$ cat config.mk
export PLATFORM = sky130hd
export DESIGN_NAME = sequence_mix_hash64
export DESIGN_NICKNAME = d
export VERILOG_FILES = /design/src/hw/rtl/smh_pkg.sv /design/src/hw/rtl/smh_ctrl.sv /design/src/hw/rtl/smh_datapath.sv /design/src/hw/rtl/sequence_mix_hash64.sv
export SDC_FILE = /design/constraint.sdc
export NUM_CORES = 2
export LEC_CHECK = 0
export BUFFER_PORTS_ARGS = -buffer_cell sky130_fd_sc_hd__buf_4
export CORE_ASPECT_RATIO = 0.7
export CORE_MARGIN = 2
export CORE_UTILIZATION = 25
export DETAILED_ROUTE_END_ITERATION = 7
export GPL_ROUTABILITY_DRIVEN = 0
export GPL_TIMING_DRIVEN = 1
export HOLD_SLACK_MARGIN = 0.15
export SYNTH_ARGS = -nofsm -noshare
export SYNTH_HDL_FRONTEND = slang
export SYNTH_SLANG_ARGS = --single-unit
$ cat constraint.sdc
create_clock -name clk_i -period 10.9 [get_ports clk_i]
set_input_delay 0.545 -clock clk_i [delete_from_list [all_inputs] [get_ports clk_i]]
set_output_delay 0.545 -clock clk_i [all_outputs]
set_load 0.02 [all_outputs]
$ cat src/hw/rtl/smh_pkg.sv
// ----------------------------------------------------------------------------
// smh_pkg: shared types and constants of the sequence mix hash
// Hash constants, shift amounts and the command bundle that the controller
// sends to the datapath.
// ----------------------------------------------------------------------------
package smh_pkg;

  localparam int unsigned WordW  = 64;
  localparam int unsigned HalfW  = WordW / 2;

  localparam logic [WordW-1:0] HashInit = 64'h9E37_79B9_7F4A_7C15;
  localparam logic [WordW-1:0] HashBias = 64'h9E37_79B9_7F4A_7C15;
  localparam logic [WordW-1:0] FinMulA  = 64'hBF58_476D_1CE4_E5B9;
  localparam logic [WordW-1:0] FinMulB  = 64'h94D0_49BB_1331_11EB;

  localparam int unsigned ShiftPre  = 30;
  localparam int unsigned ShiftMid  = 27;
  localparam int unsigned ShiftPost = 31;
  localparam int unsigned CombShl   = 6;
  localparam int unsigned CombShr   = 2;

  // One command per cycle from the controller; several may not be combined
  // except hash_init with hash_wr and out_wr, and mul_b, which goes with all.
  typedef struct packed {
    logic load_sum;   // Combine the accepted word into a new operand.
    logic mul_lo;     // Low by low partial product into the accumulator.
    logic mul_x1;     // Add low half of a_lo * k_hi into the upper half.
    logic mul_x2;     // Add low half of a_hi * k_lo into the upper half.
    logic mul_b;      // Select the second finalizer constant.
    logic mix;        // Middle xor-shift of the finalizer.
    logic fold_xor;   // End of first finalizer: xor into hash, start second.
    logic hash_wr;    // End of second finalizer: write the running hash.
    logic hash_init;  // Return the running hash to its initial value.
    logic out_wr;     // Load the result register.
  } smh_cmd_t;

  function automatic logic [WordW-1:0] xorshr(input logic [WordW-1:0] v,
                                              input int unsigned sh);
    xorshr = v ^ (v >> sh);
  endfunction

endpackage

$ cat src/hw/rtl/smh_ctrl.sv
// ----------------------------------------------------------------------------
// smh_ctrl: controller of the sequence mix hash
// Sequences the two finalizer passes over the shared multiplier and owns
// the handshakes of both channels.
// ----------------------------------------------------------------------------
module smh_ctrl (
  input  logic              clk_i,
  input  logic              rst_ni,
  input  logic              in_valid_i,
  output logic              in_ready_o,
  input  logic              end_of_run_i,
  output logic              out_valid_o,
  input  logic              out_ready_i,
  output smh_pkg::smh_cmd_t cmd_o
);
  import smh_pkg::*;

  typedef enum logic [5:0] {
    S_IDLE = 6'b000001,
    S_MLO  = 6'b000010,
    S_MX1  = 6'b000100,
    S_MX2  = 6'b001000,
    S_MIX  = 6'b010000,
    S_FOLD = 6'b100000
  } state_e;

  state_e state_q, state_d;
  logic   pass_q, pass_d;      // 0: first finalizer, 1: second
  logic   kb_q, kb_d;          // 0: first constant, 1: second
  logic   last_q, last_d;
  logic   out_valid_q, out_valid_d;
  logic   in_acc;

  assign in_ready_o  = (state_q == S_IDLE);
  assign in_acc      = in_valid_i && in_ready_o;
  assign out_valid_o = out_valid_q;

  always_comb begin
    state_d     = state_q;
    pass_d      = pass_q;
    kb_d        = kb_q;
    last_d      = last_q;
    out_valid_d = out_valid_q && !out_ready_i;
    cmd_o       = '0;
    cmd_o.mul_b = kb_q;
    case (state_q)
      S_IDLE: begin
        if (in_acc) begin
          cmd_o.load_sum = 1'b1;
          last_d         = end_of_run_i;
          pass_d         = 1'b0;
          kb_d           = 1'b0;
          state_d        = S_MLO;
        end
      end
      S_MLO: begin
        cmd_o.mul_lo = 1'b1;
        state_d      = S_MX1;
      end
      S_MX1: begin
        cmd_o.mul_x1 = 1'b1;
        state_d      = S_MX2;
      end
      S_MX2: begin
        cmd_o.mul_x2 = 1'b1;
        state_d      = kb_q ? S_FOLD : S_MIX;
      end
      S_MIX: begin
        cmd_o.mix = 1'b1;
        kb_d      = 1'b1;
        state_d   = S_MLO;
      end
      S_FOLD: begin
        if (!pass_q) begin
          cmd_o.fold_xor = 1'b1;
          pass_d         = 1'b1;
          kb_d           = 1'b0;
          state_d        = S_MLO;
        end else if (!last_q) begin
          cmd_o.hash_wr = 1'b1;
          state_d       = S_IDLE;
        end else if (!out_valid_q || out_ready_i) begin
          // The previous result has left or leaves now, so the result register is free.
          cmd_o.hash_wr   = 1'b1;
          cmd_o.hash_init = 1'b1;
          cmd_o.out_wr    = 1'b1;
          out_valid_d     = 1'b1;
          state_d         = S_IDLE;
        end
      end
      default: begin
        state_d = S_IDLE;
      end
    endcase
  end

  always_ff @(posedge clk_i or negedge rst_ni) begin
    if (!rst_ni) begin
      state_q     <= S_IDLE;
      pass_q      <= 1'b0;
      kb_q        <= 1'b0;
      last_q      <= 1'b0;
      out_valid_q <= 1'b0;
    end else begin
      state_q     <= state_d;
      pass_q      <= pass_d;
      kb_q        <= kb_d;
      last_q      <= last_d;
      out_valid_q <= out_valid_d;
    end
  end

endmodule

$ cat src/hw/rtl/smh_datapath.sv
// ----------------------------------------------------------------------------
// smh_datapath: datapath of the sequence mix hash
// Running hash, operand and accumulator registers around one 32x32
// multiplier that builds each 64-bit product in three steps.
// ----------------------------------------------------------------------------
module smh_datapath (
  input  logic                       clk_i,
  input  logic                       rst_ni,
  input  smh_pkg::smh_cmd_t          cmd_i,
  input  logic [smh_pkg::WordW-1:0]  word_value_i,
  output logic [smh_pkg::WordW-1:0]  hash_value_o
);
  import smh_pkg::*;

  logic [WordW-1:0] hash_q, hash_d;
  logic [WordW-1:0] a_q, a_d;
  logic [WordW-1:0] acc_q, acc_d;
  logic [WordW-1:0] out_q;
  logic [WordW-1:0] sum, fin, folded, kconst;
  logic [HalfW-1:0] mul_a, mul_k;
  logic [WordW-1:0] prod;

  assign sum    = word_value_i + HashBias + (hash_q << CombShl) + (hash_q >> CombShr);
  assign fin    = xorshr(acc_q, ShiftPost);
  assign folded = hash_q ^ fin;
  assign kconst = cmd_i.mul_b ? FinMulB : FinMulA;

  // Only the low 64 bits of the product are kept, so the high by high term
  // drops out and each cross term contributes its low half alone.
  assign mul_a = cmd_i.mul_x2 ? a_q[WordW-1:HalfW] : a_q[HalfW-1:0];
  assign mul_k = cmd_i.mul_x1 ? kconst[WordW-1:HalfW] : kconst[HalfW-1:0];
  assign prod  = WordW'(mul_a) * WordW'(mul_k);

  always_comb begin
    a_d    = a_q;
    acc_d  = acc_q;
    hash_d = hash_q;
    if (cmd_i.load_sum) begin
      a_d = xorshr(sum, ShiftPre);
    end
    if (cmd_i.mix) begin
      a_d = xorshr(acc_q, ShiftMid);
    end
    if (cmd_i.fold_xor) begin
      hash_d = folded;
      a_d    = xorshr(folded, ShiftPre);
    end
    if (cmd_i.mul_lo) begin
      acc_d = prod;
    end
    if (cmd_i.mul_x1 || cmd_i.mul_x2) begin
      acc_d[WordW-1:HalfW] = acc_q[WordW-1:HalfW] + prod[HalfW-1:0];
    end
    if (cmd_i.hash_wr) begin
      hash_d = cmd_i.hash_init ? HashInit : fin;
    end
  end

  always_ff @(posedge clk_i or negedge rst_ni) begin
    if (!rst_ni) begin
      hash_q <= HashInit;
    end else begin
      hash_q <= hash_d;
    end
  end

  always_ff @(posedge clk_i) begin
    a_q   <= a_d;
    acc_q <= acc_d;
    if (cmd_i.out_wr) begin
      out_q <= fin;
    end
  end

  assign hash_value_o = out_q;

endmodule

$ cat src/hw/rtl/sequence_mix_hash64.sv
// ----------------------------------------------------------------------------
// sequence_mix_hash64: streaming 64-bit hash over a run of words
// Folds each word into a running hash and emits the hash on the last word.
// ----------------------------------------------------------------------------
// Each accepted word is handled in steps: one to form the combined sum, then
// two finalizer passes of two 64-bit products each, every product built in
// three steps on a single shared 32x32 multiplier, plus one xor-shift step
// after each product. A word is taken only while the block is idle, so a new
// word waits until the last one is through. The hash of a run appears on the
// output for the word marked end_of_run and waits in a result register, so
// the next run can start before it is taken; a marked word stalls at its end
// while an older result still waits. The running hash then restarts from its initial constant.
module sequence_mix_hash64 (
  input  logic                      clk_i,
  input  logic                      rst_ni,
  input  logic                      in_valid_i,
  output logic                      in_ready_o,
  input  logic [smh_pkg::WordW-1:0] word_value_i,
  input  logic                      end_of_run_i,
  output logic                      out_valid_o,
  input  logic                      out_ready_i,
  output logic [smh_pkg::WordW-1:0] hash_value_o
);
  import smh_pkg::*;

  smh_cmd_t cmd;

  smh_ctrl u_ctrl (
    .clk_i        (clk_i),
    .rst_ni       (rst_ni),
    .in_valid_i   (in_valid_i),
    .in_ready_o   (in_ready_o),
    .end_of_run_i (end_of_run_i),
    .out_valid_o  (out_valid_o),
    .out_ready_i  (out_ready_i),
    .cmd_o        (cmd)
  );

  smh_datapath u_datapath (
    .clk_i        (clk_i),
    .rst_ni       (rst_ni),
    .cmd_i        (cmd),
    .word_value_i (word_value_i),
    .hash_value_o (hash_value_o)
  );

endmodule

**Word level (Yosys, flattened, before mapping)**

Cells that the tools add are included.

- Add/sub/neg operators: 4
- Multiply operators: 1
- Divide/modulo/power cells: 0
- Magnitude comparators: 0
- Eq/ne operators: 9
- Shifts and indexed selects: 0
- Multiplexer cells: 37
- Bitwise operators: 5
- Reduce and logical (&&, ||, !) cells: 15

Operator list:

| operator | count |
|---|---|
| 2-to-1 mux 64 bit | 7 |
| bitwise XOR 64 x 34 -> 64 bit | 2 |
| 2-to-1 mux 32 bit | 3 |
| adder 64 x 62 -> 64 bit | 1 |
| adder 64 bit | 1 |
| adder 64 bit (second input constant) | 1 |
| multiplier 32 x 32 -> 64 bit | 1 |
| bitwise XOR 64 x 33 -> 64 bit | 1 |
| bitwise XOR 64 x 37 -> 64 bit | 1 |
| bitwise XOR 64 bit | 1 |
| 2-to-1 mux 62 bit | 1 |
| case mux 6 bit (6 select lines) | 1 |
| adder 32 bit | 1 |
| 2-to-1 mux 6 bit | 5 |
| 2-to-1 mux 1 bit | 14 |
| == test 6 x 1 -> 1 bit (second input constant) | 1 |
| == test 6 x 2 -> 1 bit (second input constant) | 1 |
| == test 6 x 3 -> 1 bit (second input constant) | 1 |
| == test 6 x 4 -> 1 bit (second input constant) | 1 |
| == test 6 x 5 -> 1 bit (second input constant) | 1 |
| == test 6 bit (second input constant) | 1 |
| 2-to-1 mux 3 bit | 2 |
| AND reduction 2 bit | 3 |
| nonzero test 2 bit | 3 |
| 11 further kinds | 16 |

- Bits in registers: 266
- Bits in latches: 0
- Memory bits (writable): 0
- Memory bits (read-only): 0
- Input bits: 69
- Output and inout bits: 66
- Word-level logic and storage cells: 81
- Memories kept: 0

**Logic depth before layout (Yosys ltp)**

- Depth after elaboration: 8
- Depth in mapped cells: 42
- Depth with buffers taken out: 39

**Cells and area by module**

From an unflattened synthesis, not the netlist that was laid out.

- Cells, all modules: 5332
- Area, all modules: 50800.0 um^2

By module, submodules not included:

| module | times used | cells an instance | area an instance (um^2) | sequential area each (um^2) |
|---|---|---|---|---|
| smh_datapath | 1 | 5270 | 50205.7 | 7414.6 |
| smh_ctrl | 1 | 62 | 594.3 | 251.5 |

**Worst setup path before layout**

No wires, ideal clock.

- Kind: flip-flop to flip-flop
- Start point: register u_ctrl.state_q[0]
- End point: register u_datapath.acc_q[63] (data pin)
- Library setup time: 0.262 ns
- Arrival time: 9.815 ns
- Required time: 10.638 ns
- Setup slack: 0.823 ns
- Stages on the path, launching flop included: 37
- Buffers on the path: 4
- Clock period less this slack: 10.077 ns
- Cells stage by stage: dfstp_2 > nor4_1 > nand3b_1 > buf_2 > buf_1 > buf_1 > mux2_2 > clkinv_1 > nor2_1 > fa_1 > fa_1 > fa_1 > inv_1 > fa_1 > inv_1 > fa_1 > ha_1 > fa_1 > fa_1 > ha_1 > clkbuf_1 > a21oi_1 > o21ai_0 > a31o_2 > a31oi_1 > xnor2_1 > ha_1 > a21o_1 > a21o_1 > a2111o_1 > a21oi_1 > nand2_1 > a41o_1 > or4_4 > a31oi_4 > xnor2_1 > o22ai_1

- Cells in the longest elaborated chain, start to end: 6

Ends and longest elaborated chain:

| element | line | RTL |
|---|---|---|
| from (decl) | smh_ctrl.sv:27 | `state_e state_q, state_d;` |
| from (signal assigned) | smh_ctrl.sv:105 | `state_q <= state_d;` |
| == test 6 x 4 -> 1 bit or == test 6 x 3 -> 1 bit (tied branches) | smh_ctrl.sv:46 | `case (state_q)` |
| 2-to-1 mux 1 bit | smh_ctrl.sv:46 |  |
| 2-to-1 mux 32 bit (on tied branches) | smh_datapath.sv:30, smh_datapath.sv:31 |  |
| multiplier 32 x 32 -> 64 bit * | smh_datapath.sv:32 | `assign prod = WordW'(mul_a) * WordW'(mul_k);` |
| named net u_datapath.prod[18] | smh_datapath.sv:21 | `logic [WordW-1:0] prod;` |
| adder 32 bit * | smh_datapath.sv:52 | `acc_d[WordW-1:HalfW] = acc_q[WordW-1:HalfW] + prod[HalfW-1:0];` |
| 2-to-1 mux 32 bit * | smh_datapath.sv:51 | `if (cmd_i.mul_x1 \|\| cmd_i.mul_x2) begin` |
| named net u_datapath.acc_d[63] | smh_datapath.sv:17 | `logic [WordW-1:0] acc_q, acc_d;` |
| to (signal assigned) | smh_datapath.sv:69 | `acc_q <= acc_d;` |
| to (decl) | smh_datapath.sv:17 |  |

Mark *: on every way through the listed nets, which the timed path passes. The rest lies on a longest branch. The select of a mux whose other input is x is not followed.
A chain may end at the register's enable or synchronous reset.

**Final worst setup path**

- Start point: register u_ctrl.state_q[4]
- End point: register u_datapath.acc_q[63] (data pin)

Same word-level chain as after synthesis.

==> key figures <==
Worst setup path
  – Critical path data required time: 11.25 ns
  – Worst path arrival time: 11.10 ns
  – Reg-to-reg startpoint: u_ctrl.state_q[4]
  – Worst reg-to-reg path cell count: 31
  – Worst Setup Path Type: flop to flop
  – Critical path endpoint category: flop
  – Setup crit end: u_datapath.acc_q[63]
  – Reg-to-reg slack, setup: 0.15 ns
  – Most used cell along the critical path: sky130_fd_sc_hd__fa_1
  – Crit. Startpoint: u_ctrl.state_q[4]
  – Standard cell with the maximum stage delay on the critical path: sky130_fd_sc_hd__fa_1
  – CP peak stage delay: 0.66 ns
  – Reg2Reg Capture Point: u_datapath.acc_q[63]
  – CP Max Fanout: 36
  – CP Launch Type: flop

Logic synthesis
  – Gate Count Post-Synth: 5254
  – Most area-consuming cells after synthesis: sky130_fd_sc_hd__fa_1 35%, sky130_fd_sc_hd__ha_1 12%, sky130_fd_sc_hd__edfxtp_1 11%, sky130_fd_sc_hd__inv_1 8.7%, sky130_fd_sc_hd__xnor2_1 4.2%
  – YS warnings: 0
  – Number of nets produced by synthesis: 6700
  – Share of synthesized flip-flops with an asynchronous set or reset: 0.278
  – Leading cell types by count after synthesis: 1165 x sky130_fd_sc_hd__inv_1, 873 x sky130_fd_sc_hd__fa_1, 504 x sky130_fd_sc_hd__ha_1
  – Post-synth EDFFs: 192
  – Number of flip-flops and latches in the synthesized netlist: 266
  – Fraction of the yosys area taken by sequential cells: 0.152
  – Predominant post-synthesis flop cell: sky130_fd_sc_hd__edfxtp_1
  – Post-synthesis instance area: 0.0505 mm²
  – Share of Yosys cell area claimed by the top area cell type: 0.346
  – Distinct cells, synth: 98
  – Most used standard cell by instance count after synthesis: sky130_fd_sc_hd__inv_1
  – Post-Synthesis Mean Instance Area: 9.62 µm²
  – Most area-hungry cell type in the Yosys netlist: sky130_fd_sc_hd__fa_1

Layout
  – Layout filler cell count: 21081
  – Antenna diode count: 0
  – Footprint of the multi-input gates: 0.0378 mm²
  – Register Area: 0.00767 mm²
  – Share of cells above drive strength 1: 0.0827
  – Signed area change from the synthesized netlist to the final layout: 10.9%
  – Nets@finish: 6766

Clock network
  – Cell at the root of the clock tree: sky130_fd_sc_hd__clkbuf_16
  – Register clock-pin slew on the reported worst setup and hold paths: 0.07 ns
  – CTS max path bufs: 3
  – CTS buffer count: 28
  – Clock tree sinks: 266
  – H-tree depth reported by CTS: 1
  – Source-to-sink clock delay at the later pin of the worst-skew pair: 0.63 ns
  – Clock tree from TritonCTS: done

Drt
  – Drt via density: 4.97
  – Routed wire length per instance: 23.0 µm
  – Routed wire length: 184000 µm
  – Detailed Routing Iterations Pass 1: 8
  – Antenna-violating nets left: 0
  – Via Count: 39803
  – Number of DRC violations after detailed-routing iteration 0: 5229
  – Number of DRC violations after detailed routing: 0

GRT
  – Total congestion overflow: 0
  – Overall Global Routing Usage: 0.177
  – Global-route wire length before repair: 271000 µm
  – Pin count of the biggest net entering global routing: 84
  – Initial antenna violation count: 2
  – Vias in the first global route: 39727

Placement
  – Port buffer count: 134
  – HPWL after detailed placement: 156000 µm
  – Placement-stage worst setup slack: 0.220 ns

Timing
  – Slew Limit Fails: 0
  – Worst slew pin tran: 1.25 ns
  – Final clock skew: 0.0426 ns
  – Clock period minus worst slack: 10.75 ns
  – Normalized max-slew margin: 0.162
  – Total setup violations reported at the end of the flow: 0
  – Maximum achievable frequency: 93.0 MHz
  – Worst Setup Slack, final: 0.151 ns
  – Final number of hold-violating endpoints: 0
  – Final worst-path cycle share: 0.986

Status
  – Outcome: finished, final reports clean

Floorplanning
  – Number of I/O pins: 135
  – Starting density of the core: 0.251
  – Die X: 541 µm
  – Die boundary height: 380 µm
  – Standard cell core area: 0.202 mm²
  – Number of placement rows: 138
  – Area of the die: 0.206 mm²

Min path
  – Class of the tightest hold or removal check: input pin to async pin

Flow run
  – Count of maximum capacitance violations: 0
-- state kept, by name, summed over array words and instances, names as in the netlist --
name,flops
u_ctrl.kb_q,1
u_ctrl.last_q,1
u_ctrl.out_valid_o,1
u_ctrl.pass_q,1
u_ctrl.state_q,6
u_datapath.a_q,64
u_datapath.acc_q,64
u_datapath.hash_q,64
u_datapath.hash_value_o,64
-- through the flow --
step	hold slack [ns]	std cells	setup TNS [ns]	instance area [µm²]	utilization
after global routing	0.323	8002	-0.00337	56000	0.278
after CTS	0.304	8000	0	56000	0.278
after floorplan	0.249	5254	0	50500	-
after detailed placement	0.414	7946	0	55000	0.273
after global placement	0.410	7946	0	55000	0.273
final	0.312	8002	0	56000	0.278
-- final cells by class --
cell class              instances  area share
clock buffers                  40      0.0154
clock inverters                12     0.00196
inverters                    1172      0.0786
multi-input cells            3609       0.675
flip-flops and latches        266       0.137
well taps                    2660      0.0594
repair buffers                243      0.0331
-- worst min path at each step --
stage | from | end | cells past startpoint
global route | rst_ni | u_ctrl.out_valid_o | 2
global placement | rst_ni | u_ctrl.out_valid_o | 1
finish | rst_ni | u_ctrl.out_valid_o | 2
floorplan | rst_ni | u_ctrl.kb_q | 0
detailed placement | rst_ni | u_ctrl.out_valid_o | 1
CTS | rst_ni | u_ctrl.out_valid_o | 2
-- cells by family after synthesis --
group                    share of synthesized area
flip-flops                                   0.152
AND/OR/NAND/NOR                             0.0859
XOR/XNOR                                    0.0652
multiplexers                               0.00758
adder cells (fa/ha/maj)                      0.471
buffers and inverters                        0.103
AO/OA/AOI/OAI                                0.116
-- metal layers --
layer	GRT usage	share of wire	vias to the layer above	wire length (µm)
li1	-	-	16936	-
met1	0.260	0.43	20037	79400
met2	0.238	0.39	2539	71300
met3	0.0667	0.15	289	27400
met4	0.0426	0.030	2	5550
met5	0	0.000044	-	8
-- critical path, delay by kind of cell, from the launching register on --
kind,cells,cell delay [ns]
AO/OA/AOI/OAI,7,1.35
XOR/XNOR,2,0.49
adder cells (fa/ha/maj),10,5.21
buffers and inverters,5,0.70
flip-flops,1,0.44
multiplexers,1,0.65
AND/OR/NAND/NOR,6,1.61
-- repair_timing --
action,CTS,global route
gates resized for setup,0,13
endpoints found under the setup margin,0,10
hold endpoints to repair,14,0
hold buffers,2,0
buffers inserted,0,2
-- cell usage in the layout (no fill, tap or decap), drive strengths merged, types with 39 or more instances in the layout --
| master | netlist | final |
|---|---|---|
| a21o | 79 | 79 |
| a21oi | 261 | 261 |
| a221o | 41 | 41 |
| and2 | 49 | 49 |
| buf | 18 | 241 |
| clkbuf | 188 | 40 |
| dfstp | 39 | 39 |
| edfxtp | 192 | 192 |
| fa | 873 | 873 |
| ha | 504 | 504 |
| inv | 1168 | 1171 |
| nand2 | 233 | 233 |
| nand2b | 56 | 56 |
| nor2 | 307 | 307 |
| nor2b | 65 | 65 |
| o21ai | 245 | 245 |
| o21bai | 41 | 41 |
| o22ai | 46 | 46 |
| or2 | 41 | 41 |
| xnor2 | 243 | 243 |
| xor2 | 128 | 128 |
Power is left out: the tool's default activity adds up to more than one toggle a clock period on the data nets, which glitch-free logic cannot reach.
